`config.mk`:
```
export PLATFORM = sky130hd
export DESIGN_NAME = option_keyword_scanner
export DESIGN_NICKNAME = d
export VERILOG_FILES = /design/src/rtl/oks_pkg.sv /design/src/rtl/oks_front.sv /design/src/rtl/oks_queue.sv /design/src/rtl/oks_back.sv /design/src/rtl/option_keyword_scanner.sv
export SDC_FILE = /design/constraint.sdc
export NUM_CORES = 1
export LEC_CHECK = 0
export BUFFER_PORTS_ARGS = -buffer_cell sky130_fd_sc_hd__buf_2
export CAP_MARGIN = 0
export CORE_MARGIN = 3
export CORE_UTILIZATION = 58
export CTS_BUF_LIST = sky130_fd_sc_hd__clkbuf_4 sky130_fd_sc_hd__clkbuf_8
export DETAILED_ROUTE_END_ITERATION = 8
export GPL_TIMING_DRIVEN = 0
export PLACE_DENSITY = 0.87
export SLEW_MARGIN = 20
export SYNTH_ARGS = -nofsm -noshare
export SYNTH_HDL_FRONTEND = slang
export SYNTH_HIERARCHICAL = 1
export SYNTH_SLANG_ARGS = --single-unit
```
`constraint.sdc`:
```
create_clock -name clock -period 3.71 [get_ports clock]
set_input_delay 0.742 -clock clock [delete_from_list [all_inputs] [get_ports clock]]
set_output_delay 0.742 -clock clock [all_outputs]
set_load 0.02 [all_outputs]
```
`src/rtl/oks_pkg.sv`:
```
// Shared types, keyword tables and constants of the option keyword scanner.
package oks_pkg;

   localparam int KwCount    = 16;
   localparam int KwMax      = 18;
   localparam int MaskWidth  = 15;
   localparam int PosWidth   = 5;
   localparam int QueueDepth = 4;

   typedef enum logic [2:0] {
      CLS_NUL   = 3'd0,
      CLS_BLANK = 3'd1,
      CLS_LF    = 3'd2,
      CLS_DASH  = 3'd3,
      CLS_ALNUM = 3'd4,
      CLS_OTHER = 3'd5
   } class_type;

   typedef enum logic [2:0] {
      PH_WAIT    = 3'b001,
      PH_COLLECT = 3'b010,
      PH_SKIP    = 3'b100
   } phase_type;

   typedef struct packed {
      logic [7:0] text_byte;
      class_type  cls;
   } item_type;

   typedef logic [KwMax*8-1:0] kw_text_type;

   // right-aligned: the last character sits in bits [7:0]
   localparam kw_text_type KW_TEXT [KwCount] = '{
      kw_text_type'("bs"),
      kw_text_type'("c"),
      kw_text_type'("cd"),
      kw_text_type'("dbg"),
      kw_text_type'("f"),
      kw_text_type'("fast"),
      kw_text_type'("p"),
      kw_text_type'("r"),
      kw_text_type'("rst-interval"),
      kw_text_type'("rst-timeout"),
      kw_text_type'("rst"),
      kw_text_type'("stripe"),
      kw_text_type'("sbs"),
      kw_text_type'("striped-block-size"),
      kw_text_type'("tcp-bs"),
      kw_text_type'("vb")
   };

   localparam logic [PosWidth-1:0] KW_LEN [KwCount] = '{
      5'd2, 5'd1, 5'd2, 5'd3, 5'd1, 5'd4, 5'd1, 5'd1,
      5'd12, 5'd11, 5'd3, 5'd6, 5'd3, 5'd18, 5'd6, 5'd2
   };

   localparam logic [3:0] KW_BIT [KwCount] = '{
      4'd0, 4'd1, 4'd2, 4'd3, 4'd4, 4'd5, 4'd6, 4'd7,
      4'd8, 4'd9, 4'd10, 4'd11, 4'd12, 4'd12, 4'd13, 4'd14
   };

endpackage

```
`src/rtl/oks_front.sv`:
```
// Front stage: accepts bytes and registers them with their class.
module oks_front (
   input  logic              clock,
   input  logic              reset,
   input  logic              req_push,
   output logic              req_full,
   input  logic [7:0]        req_text_byte,
   output logic              q_push,
   output oks_pkg::item_type q_item,
   input  logic              q_full
);

   logic                 fr_valid_ff, fr_valid_in;
   oks_pkg::item_type    fr_item_ff;
   oks_pkg::class_type   cls;
   logic                 accept;

   always_comb begin
      case (req_text_byte) inside
         ["0":"9"], ["A":"Z"], ["a":"z"]: cls = oks_pkg::CLS_ALNUM;
         8'h00:                          cls = oks_pkg::CLS_NUL;
         8'h09, 8'h20:                   cls = oks_pkg::CLS_BLANK;
         8'h0a:                          cls = oks_pkg::CLS_LF;
         8'h2d:                          cls = oks_pkg::CLS_DASH;
         default:                        cls = oks_pkg::CLS_OTHER;
      endcase
   end

   assign req_full = fr_valid_ff & q_full;
   assign accept   = req_push & ~req_full;
   assign q_push   = fr_valid_ff & ~q_full;
   assign q_item   = fr_item_ff;

   always_comb begin
      fr_valid_in = fr_valid_ff;
      if (accept) begin
         fr_valid_in = 1'b1;
      end else if (q_push) begin
         fr_valid_in = 1'b0;
      end
   end

   always_ff @(posedge clock) begin
      if (reset) begin
         fr_valid_ff <= 1'b0;
      end else begin
         fr_valid_ff <= fr_valid_in;
      end
      if (accept) begin
         fr_item_ff.text_byte <= req_text_byte;
         fr_item_ff.cls       <= cls;
      end
   end

endmodule

```
`src/rtl/oks_queue.sv`:
```
// Small item queue between the front and the back stage.
module oks_queue #(
   parameter int DEPTH = oks_pkg::QueueDepth
) (
   input  logic              clock,
   input  logic              reset,
   input  logic              wr_valid,
   input  oks_pkg::item_type wr_item,
   output logic              full,
   input  logic              rd_take,
   output oks_pkg::item_type rd_item,
   output logic              empty
);

   localparam int PtrWidth = $clog2(DEPTH);
   localparam int CntWidth = $clog2(DEPTH + 1);

   oks_pkg::item_type     mem_ff [DEPTH];
   logic [PtrWidth-1:0]   wr_ptr_ff, wr_ptr_in;
   logic [PtrWidth-1:0]   rd_ptr_ff, rd_ptr_in;
   logic [CntWidth-1:0]   count_ff, count_in;
   logic                  do_wr, do_rd;

   assign full    = (count_ff == CntWidth'(DEPTH));
   assign empty   = (count_ff == '0);
   assign do_wr   = wr_valid & ~full;
   assign do_rd   = rd_take & ~empty;
   assign rd_item = mem_ff[rd_ptr_ff];

   always_comb begin
      wr_ptr_in = wr_ptr_ff;
      rd_ptr_in = rd_ptr_ff;
      count_in  = count_ff;
      if (do_wr) begin
         wr_ptr_in = (wr_ptr_ff == PtrWidth'(DEPTH - 1)) ? '0 : wr_ptr_ff + 1'b1;
      end
      if (do_rd) begin
         rd_ptr_in = (rd_ptr_ff == PtrWidth'(DEPTH - 1)) ? '0 : rd_ptr_ff + 1'b1;
      end
      if (do_wr && !do_rd) begin
         count_in = count_ff + 1'b1;
      end else if (!do_wr && do_rd) begin
         count_in = count_ff - 1'b1;
      end
   end

   always_ff @(posedge clock) begin
      if (reset) begin
         wr_ptr_ff <= '0;
         rd_ptr_ff <= '0;
         count_ff  <= '0;
      end else begin
         wr_ptr_ff <= wr_ptr_in;
         rd_ptr_ff <= rd_ptr_in;
         count_ff  <= count_in;
      end
      if (do_wr) begin
         mem_ff[wr_ptr_ff] <= wr_item;
      end
   end

endmodule

```
`src/rtl/oks_back.sv`:
```
// Back stage: line machine, keyword match flags and the result register.
module oks_back (
   input  logic                            clock,
   input  logic                            reset,
   input  logic                            q_empty,
   input  oks_pkg::item_type               q_item,
   output logic                            q_take,
   output logic                            rsp_empty,
   input  logic                            rsp_pop,
   output logic [oks_pkg::MaskWidth-1:0]   rsp_capability_mask
);

   localparam logic [oks_pkg::PosWidth-1:0] PosMax = '1;

   oks_pkg::phase_type                 phase_ff, phase_in;
   logic [oks_pkg::PosWidth-1:0]       pos_ff, pos_in;
   logic [oks_pkg::KwCount-1:0]        alive_ff, alive_in;
   logic [oks_pkg::MaskWidth-1:0]      cap_ff, cap_in;
   logic                               out_valid_ff, out_valid_in;
   logic [oks_pkg::MaskWidth-1:0]      out_mask_ff;
   logic [oks_pkg::MaskWidth-1:0]      finish_bits;
   logic [oks_pkg::KwCount-1:0]        char_ok;
   logic [oks_pkg::PosWidth-1:0]       shift [oks_pkg::KwCount];
   logic                               is_nul;

   assign is_nul              = (q_item.cls == oks_pkg::CLS_NUL);
   assign q_take              = ~q_empty & (~is_nul | ~out_valid_ff | rsp_pop);
   assign rsp_empty           = ~out_valid_ff;
   assign rsp_capability_mask = out_mask_ff;

   always_comb begin
      finish_bits = '0;
      for (int k = 0; k < oks_pkg::KwCount; k++) begin
         shift[k]   = oks_pkg::KW_LEN[k] - 5'd1 - pos_ff;
         char_ok[k] = (pos_ff < oks_pkg::KW_LEN[k]) &&
                      (8'(oks_pkg::KW_TEXT[k] >> {shift[k], 3'b000}) == q_item.text_byte);
         if (alive_ff[k] && pos_ff == oks_pkg::KW_LEN[k]) begin
            finish_bits[oks_pkg::KW_BIT[k]] = 1'b1;
         end
      end
   end

   always_comb begin
      phase_in     = phase_ff;
      pos_in       = pos_ff;
      alive_in     = alive_ff;
      cap_in       = cap_ff;
      out_valid_in = out_valid_ff & ~rsp_pop;
      if (q_take) begin
         if (is_nul) begin
            out_valid_in = 1'b1;
            phase_in     = oks_pkg::PH_WAIT;
            pos_in       = '0;
            alive_in     = '0;
            cap_in       = '0;
         end else begin
            case (phase_ff)
               oks_pkg::PH_WAIT: begin
                  if (q_item.cls == oks_pkg::CLS_DASH) begin
                     phase_in = oks_pkg::PH_COLLECT;
                     pos_in   = '0;
                     alive_in = '1;
                  end else if (q_item.cls == oks_pkg::CLS_ALNUM ||
                               q_item.cls == oks_pkg::CLS_OTHER) begin
                     phase_in = oks_pkg::PH_SKIP;
                  end
               end
               oks_pkg::PH_COLLECT: begin
                  if (q_item.cls == oks_pkg::CLS_DASH || q_item.cls == oks_pkg::CLS_ALNUM) begin
                     alive_in = alive_ff & char_ok;
                     if (pos_ff != PosMax) begin
                        pos_in = pos_ff + 1'b1;
                     end
                  end else begin
                     cap_in   = cap_ff | finish_bits;
                     alive_in = '0;
                     pos_in   = '0;
                     phase_in = (q_item.cls == oks_pkg::CLS_LF) ? oks_pkg::PH_WAIT
                                                                : oks_pkg::PH_SKIP;
                  end
               end
               default: begin
                  phase_in = (q_item.cls == oks_pkg::CLS_LF) ? oks_pkg::PH_WAIT
                                                             : oks_pkg::PH_SKIP;
               end
            endcase
         end
      end
   end

   always_ff @(posedge clock) begin
      if (reset) begin
         phase_ff     <= oks_pkg::PH_WAIT;
         pos_ff       <= '0;
         alive_ff     <= '0;
         cap_ff       <= '0;
         out_valid_ff <= 1'b0;
      end else begin
         phase_ff     <= phase_in;
         pos_ff       <= pos_in;
         alive_ff     <= alive_in;
         cap_ff       <= cap_in;
         out_valid_ff <= out_valid_in;
      end
      if (q_take && is_nul) begin
         out_mask_ff <= cap_ff | ((phase_ff == oks_pkg::PH_COLLECT) ? finish_bits : '0);
      end
   end

endmodule

```
`src/rtl/option_keyword_scanner.sv`:
```
// Top level of the option keyword scanner: front stage, item queue, back stage.
// A NUL byte accepted passes the front register and the queue before the back
// stage registers its mask. Throughput: one byte per cycle, set by the
// single-byte back stage update, unless a full queue or unpopped result stalls.
// Reset: synchronous, active high; clears valid flags and state, not the mask.
module option_keyword_scanner #(
   parameter int QUEUE_DEPTH = oks_pkg::QueueDepth
) (
   input  logic                           clock,
   input  logic                           reset,
   input  logic                           req_push,
   output logic                           req_full,
   input  logic [7:0]                     req_text_byte,
   output logic                           rsp_empty,
   input  logic                           rsp_pop,
   output logic [oks_pkg::MaskWidth-1:0]  rsp_capability_mask
);

   logic              q_push, q_full, q_take, q_empty;
   oks_pkg::item_type q_wr_item, q_rd_item;

   oks_front u_front (
      .clock         (clock),
      .reset         (reset),
      .req_push      (req_push),
      .req_full      (req_full),
      .req_text_byte (req_text_byte),
      .q_push        (q_push),
      .q_item        (q_wr_item),
      .q_full        (q_full)
   );

   oks_queue #(.DEPTH(QUEUE_DEPTH)) u_queue (
      .clock    (clock),
      .reset    (reset),
      .wr_valid (q_push),
      .wr_item  (q_wr_item),
      .full     (q_full),
      .rd_take  (q_take),
      .rd_item  (q_rd_item),
      .empty    (q_empty)
   );

   oks_back u_back (
      .clock               (clock),
      .reset               (reset),
      .q_empty             (q_empty),
      .q_item              (q_rd_item),
      .q_take              (q_take),
      .rsp_empty           (rsp_empty),
      .rsp_pop             (rsp_pop),
      .rsp_capability_mask (rsp_capability_mask)
   );

endmodule

```
==> metrics.md, run 1 <==
| Metric | Value |
|---|---|
| Sequential fraction of the synthesis area | `0.427` |
| Clock Latency Late Sink | `0.44 ns` |
| Mapped Area | `7260 um2` |
| IO Port Bufs | `28` |
| FF+latch count, synth | `120` |
| Layout Skew | `0.0160 ns` |
| Yosys warns | `6` |
| Async set or reset register ratio after synthesis | `0` |
| Final worst-path cycle share | `0.961` |
| Rows | `40` |
| Fmax | `280 MHz` |
| Hold Path Depth | `2` |
| DRC viols | `0` |
| Core Area | `12100 um2` |
| Vias in the first global route | `6156` |
| Final setup vio count | `0` |
| Status | `finished, final reports clean` |
| Most frequent cells in the layout | `72 x nor2_1, 70 x edfxtp_1, 63 x a21oi_1, 49 x dfxtp_1, 38 x nand2_1` |
| Cts hold-fix bufs | `0` |
| RSZ-0062 raised after global routing | `false` |
| Crit. End Element | `flop` |
| EDFF count, synth | `70` |
| Pin count of the biggest net entering global routing | `17` |
| Placed inst area | `7640 um2` |
| Ports | `29` |
| H-tree depth | `4` |
| Vias | `6247` |
| Endpoints failing hold | `0` |
| WL per Instance | `19.9 um` |
| Post-Synthesis Cells | `742` |
| Starting DRT DRC Count | `660` |
| Critical path type | `flop to flop` |
| Clk sink count | `120` |
| CTS clock-pin slew for the worst setup and hold paths | `0.08 ns` |
| Hpwl dp | `14.2 mm` |
| CTS tree | `built` |
| Most used cell, CP | `buf_2` |
| Initial Utilization | `0.599` |
| Via-to-Cell Ratio | `6.43` |
| Commonest non-fill, non-tap cell in the layout | `nor2_1` |
| CTS max path bufs | `2` |
| Crit path max fanout | `10` |
| ANT cells | `0` |
| Cells after DPL | `939` |
| Post-route cell area | `8030 um2` |
| Crit-path max cell delay | `0.45 ns` |
| Pwr dens | `484 nW/um2` |
| Lkg Pwr | `2.96 nW` |
| Number of CTS-inserted buffers | `17` |
| Area Growth Syn to Fin | `10.6%` |
| Syn nets | `781` |
| Routability cong. | `1.00` |
| Peak supply drop | `0.467 mV` |
| Synth area leader | `edfxtp_1` |
| Root Buffer | `clkbuf_8` |
| First-pass GRT wire length | `31.3 mm` |
| Share of layout cells above drive strength 1 | `0.169` |
| Synth Area per Inst | `9.78 um2` |
| R2R Setup Slk | `0.14 ns` |
| Top cells by area, synth | `edfxtp_1 29%, dfxtp_1 14%, ha_1 4.5%` |
| MaxCap Viol Count | `0` |
| Crit path DAT | `3.94 ns` |
| Library cells used by synthesis | `91` |
| Hold Path Class | `flop to flop` |
| Post-route ant nets | `0` |
| Synth top area share | `0.290` |
| Slew @ Worst Pin | `0.911 ns` |
| Fin. max-slew vios | `0` |
| Crit path cell chain | `buf_2 -> inv_1 -> ha_1 -> buf_2 -> xnor2_1 -> o31a_1 -> nor4_4 -> mux2_2 -> nor4_1 -> o21ai_0 -> a21oi_1` |
| CP startpoint kind | `flop` |
| Die area | `13900 um2` |
| DRT Pass-1 Iters | `7` |
| Total Nets Final | `830` |
| GR Util All Layers | `0.282` |
| Die height | `118 um` |
| Synth Flop Type | `edfxtp_1` |
| Setup TNS | `0 ns` |
| Die width | `118 um` |
| Non-filler cells, final | `972` |
| WP data required | `4.08 ns` |
| Slowest cell on crit path | `dfxtp_1` |
| Relative slew slack | `0.391` |
| Final wirelength | `19.4 mm` |
| Tmin final | `3.57 ns` |
| Worst r2r path cells | `11` |
| Initial antenna violation count | `0` |
| Global route overflow | `0` |
## area by class of cell
type	instances	area (um2)
well taps	168	210
repair buffers	30	159
inverters	27	106
flip-flops and latches	120	3100
multi-input cells	544	3840
plain buffers	51	236
clock buffers	18	241
clock inverters	14	126
fillers	949	4080
## through the flow
step / worst slack [ns] / power (mW) / hold slack [ns] / utilization
after global placement: -0.251 / 2.71 / 0.450 / 0.629
after global routing: 0.0120 / 4.06 / 0.462 / 0.663
after CTS: 0.0393 / 3.86 / 0.471 / 0.661
after floorplan: 0.321 / 2.45 / 0.438 / -
after detailed placement: -0.0789 / 2.77 / 0.459 / 0.630
final: 0.143 / 3.88 / 0.479 / 0.663
## Yosys cell counts, types with 4 or more instances
cell type	instances
a211oi_1	4
nor2_1	72
clkbuf_1	36
inv_1	23
and3_2	4
xor2_1	10
nor3b_1	4
nand4b_1	4
a31o_2	4
or2_2	8
nand2_1	38
o21ai_0	35
and2_1	6
mux4_2	11
nor4_1	10
or4_1	5
nand4_1	7
nor4b_1	5
or3_1	5
a21oi_1	63
a41o_1	6
buf_2	10
mux2i_1	17
nand3b_1	8
and3_1	9
a31oi_1	12
dfxtp_1	50
ha_1	26
nand3_1	20
edfxtp_1	70
o22ai_1	6
a21o_1	14
a22oi_1	6
nor2b_1	11
nor3_1	18
nand2b_1	4
xnor2_1	21
## final timing paths
path                                  from                               to
max          u_back/pos_ff[3]$_SDFFE_PP0P_  u_back/alive_ff[7]$_SDFFE_PP0P_
min          u_back/cap_ff[9]$_SDFFE_PP0P_    u_back/cap_ff[9]$_SDFFE_PP0P_
max reg2reg  u_back/pos_ff[3]$_SDFFE_PP0P_  u_back/alive_ff[7]$_SDFFE_PP0P_
min reg2reg  u_back/cap_ff[9]$_SDFFE_PP0P_    u_back/cap_ff[9]$_SDFFE_PP0P_
## cells by family after synthesis
kind of cell	after synthesis	share of synthesized area
buf+inv	78	0.0458
simple gates	255	0.195
fa+ha+maj	27	0.0476
flops	120	0.427
mux	31	0.0622
compound gates	199	0.183
xor+xnor	32	0.0396
## state kept, by name, summed over array words and instances (netlist names), named ones only
name                        flops
u_queue/mem_ff                 44
u_queue/rd_ptr_ff               2
u_queue/wr_ptr_ff               2
u_back/alive_ff                16
u_back/cap_ff                  15
u_front/fr_valid_ff             1
u_back/pos_ff                   5
u_back/rsp_capability_mask     15
u_back/out_valid_ff             1
u_back/phase_ff                 3
u_queue/count_ff                3
u_front/q_item                 11
## where the power goes
group / leakage [nW] / switching, mW / internal (mW) / total (mW)
Clock: 0.177 / 0.555 / 0.539 / 1.09
Combinational: 1.74 / 0.755 / 0.453 / 1.21
Sequential: 1.04 / 0.0753 / 1.51 / 1.58
## critical path, delay by kind of cell (launching register included)
family	cells	cell delay, ns
AOI/OAI and AO/OA	3	0.64
xor gates and xnor gates	1	0.26
adders and majority gates	1	0.24
buffers and inverters	3	0.75
DFF	1	0.45
muxes	1	0.41
and+or+nand+nor	2	0.73
## timing repair
| action | CTS | global route |
|---|---|---|
| gates resized for setup | 2 | 9 |
| setup endpoints to repair | 2 | 15 |
| setup buffers | 0 | 1 |
| gates cloned | 0 | 0 |
## per-layer routing
metal  vias up  wire [um]  track usage
li1       2886          -            -
met1      2946       7680        0.345
met2       332       9250        0.463
met3        83       1380       0.0634
met4         0       1070        0.158
met5         -          0            0
No activity file was read; power rests on OpenSTA's default activity.
==> run 2: changes to the inputs <==
REMOVE_ABC_BUFFERS = 1   (was default)
==> run 2 against run 1 <==
Final area shrank 2.4%. Combinational power is 9.9% lower. Largest power group unchanged. First-iteration DRC count down 3.3%. Clock power up 6%. Clock skew decreased by 0.0044 ns. Sequential share of layout area is 1.1 points higher. Critical path depth is the same. Clock-buffer cell count is 1 higher. Global-route usage shrank 3.0 points.
==> metrics.md, run 2 (synthesized netlist as in run 1, its figures left out) <==
| Metric | Value |
|---|---|
| Register area | `3120 um2` |
| First-pass GRT wire length | `28.4 mm` |
| WL met3 | `1.43 mm` |
| WL per Instance | `19.1 um` |
| Met2 wire len | `8.57 mm` |
| Final core utilization | `0.647` |
| Status | `finished, final reports clean` |
| Slew @ Worst Pin | `0.892 ns` |
| Area of the multi-input gates | `3840 um2` |
| Die height | `118 um` |
| Filler cells | `941` |
| Core Area | `12100 um2` |
| WP data required | `4.06 ns` |
| Commonest non-fill, non-tap cell in the layout | `nor2_1` |
| Hpwl dp | `11.9 mm` |
| Most used cell, CP | `a21oi_1` |
| Global route overflow | `0` |
| Initial antenna violation count | `0` |
| Critical path type | `flop to flop` |
| CTS tree | `built` |
| Crit path DAT | `3.88 ns` |
| Area Growth Syn to Fin | `7.95%` |
| Worst r2r path cells | `11` |
| Rows | `40` |
| RSZ-0062 raised after global routing | `false` |
| Setup TNS | `0 ns` |
| H-tree depth | `4` |
| Post-route ant nets | `0` |
| Pwr dens | `493 nW/um2` |
| Layout Skew | `0.0116 ns` |
| Setup bufs post-CTS | `0` |
| Design Power | `3.86 mW` |
| Initial Utilization | `0.599` |
| Max reg flops | `44` |
| CP startpoint kind | `flop` |
| Die area | `13900 um2` |
| Total Nets Final | `780` |
| Crit. End Element | `flop` |
| Crit-path max cell delay | `0.63 ns` |
| Hold Path Class | `flop to flop` |
| R2R Setup Slk | `0.18 ns` |
| Sw Share | `0.341` |
| Final worst-path cycle share | `0.951` |
| Vias in the first global route | `5820` |
| Worst hold start | `u_back/cap_ff[12]$_SDFFE_PP0P_` |
| Register name with the most flops | `u_queue/mem_ff` |
| Clk sink count | `120` |
| Most frequent cells in the layout | `72 x nor2_1, 70 x edfxtp_1, 63 x a21oi_1, 44 x dfxtp_1, 38 x nand2_1` |
| IO Port Bufs | `28` |
| Vias | `6112` |
| ANT cells | `0` |
| Hold Path Depth | `2` |
| Pin count of the biggest net entering global routing | `42` |
| P_sw | `1.32 mW` |
| Root Buffer | `clkbuf_8` |
| Reg power frac | `0.416` |
| CTS clock-pin slew for the worst setup and hold paths | `0.07 ns` |
| GR Util All Layers | `0.253` |
| Hold path endpoint | `u_back/cap_ff[12]$_SDFFE_PP0P_` |
| DRT Pass-1 Iters | `6` |
| Relative slew slack | `0.390` |
| R2r endpoint | `u_queue/count_ff[2]$_SDFFE_PP0P_` |
| Internal power | `2.55 mW` |
| Final setup vio count | `0` |
| Combinational power share | `0.283` |
| Largest registers | `u_queue/mem_ff x44, u_back/alive_ff x16` |
| Lkg Pwr | `2.88 nW` |
| Tmin final | `3.53 ns` |
| DR top layer | `met4` |
| Slowest cell on crit path | `mux4_2` |
| Starting DRT DRC Count | `638` |
| Ports | `29` |
| Final wirelength | `17.6 mm` |
| Met1 wire length | `6.96 mm` |
| Peak supply drop | `0.392 mV` |
| Endpoints failing hold | `0` |
| Clock Latency Late Sink | `0.43 ns` |
| Routability cong. | `0.935` |
| Crit path cell chain | `mux4_2 -> or2_2 -> nor2_1 -> a21oi_1 -> o31ai_2 -> ha_1 -> inv_1 -> fa_1 -> xor2_1 -> or3_2 -> a21oi_1` |
| MaxCap Viol Count | `0` |
| Share of layout cells above drive strength 1 | `0.170` |
| Crit path max-delay family | `simple AND/OR/NAND/NOR gates` |
| Crit path buffers/inverters | `1` |
| Fin. max-slew vios | `0` |
| Die width | `118 um` |
| Via-to-Cell Ratio | `6.63` |
| DRC viols | `0` |
| Fmax | `284 MHz` |
| Crit path max fanout | `11` |
| Power share of the clock group | `0.301` |
| Number of CTS-inserted buffers | `17` |
| CTS max path bufs | `2` |
run 2: area by class of cell:
cell class | count | area share
clock buffers | 19 | 0.0326
repair buffers | 31 | 0.0206
inverters | 27 | 0.0136
multi-input cells | 544 | 0.490
clock inverters | 13 | 0.0187
flip-flops and latches | 120 | 0.398
well taps | 168 | 0.0268
run 2: what timing repair did:
action                                  in CTS  in global routing
resized for setup                            3                  5
endpoints found under the hold margin        0                  0
hold buffers                                 0                  0
pin swaps                                    0                  0
endpoints found under the setup margin       5                  5
run 2: how the worst max path moves through the flow:
stage	from	depth (start not counted)	endpoint
6_report	flop	11	u_queue/count_ff[2]$_SDFFE_PP0P_
5_1_grt	flop	11	u_queue/count_ff[2]$_SDFFE_PP0P_
4_1_cts	u_back/pos_ff[2]$_SDFFE_PP0P_	9	u_back/alive_ff[7]$_SDFFE_PP0P_
3_5_place_dp	flop	11	u_queue/count_ff[2]$_SDFFE_PP0P_
3_3_place_gp	flop	5	u_back/cap_ff[9]$_SDFFE_PP0P_
2_1_floorplan	flop	5	u_back/cap_ff[0]$_SDFFE_PP0P_
run 2: worst register-to-register path, cell delays in order, from the launching register on:
cell     delay (ns)
dfxtp_4        0.48
mux4_2         0.64
or2_2          0.37
nor2_1         0.14
a21oi_1        0.22
o31ai_2        0.19
ha_1           0.26
inv_1          0.06
fa_1           0.37
xor2_1         0.15
or3_2          0.41
a21oi_1        0.16
run 2: through the flow:
stage                     std cells  hold slack [ns]  setup WS, ns  cell area [um2]
after floorplan                 691            0.438        -0.134             7030
after global placement          887            0.449        -0.979             7380
after detailed placement        890            0.460        -0.155             7420
after CTS                       922            0.482        0.0766             7830
after global routing            922            0.492       0.00492             7840
final                           922            0.481         0.183             7840
run 2: metal layers:
metal	vias up	track usage
li1	2781	-
met1	2919	0.310
met2	342	0.425
met3	70	0.0591
met4	0	0.114
met5	-	0
run 2: power by group through the flow:
stage / registers [mW] / clock network (mW) / logic (mW)
global placement: 1.62 / 0 / 0.981
global route: 1.62 / 1.26 / 1.18
floorplan: 1.61 / 0 / 0.782
detailed placement: 1.63 / 0 / 1.05
finish: 1.61 / 1.16 / 1.09
CTS: 1.61 / 1.19 / 1.06
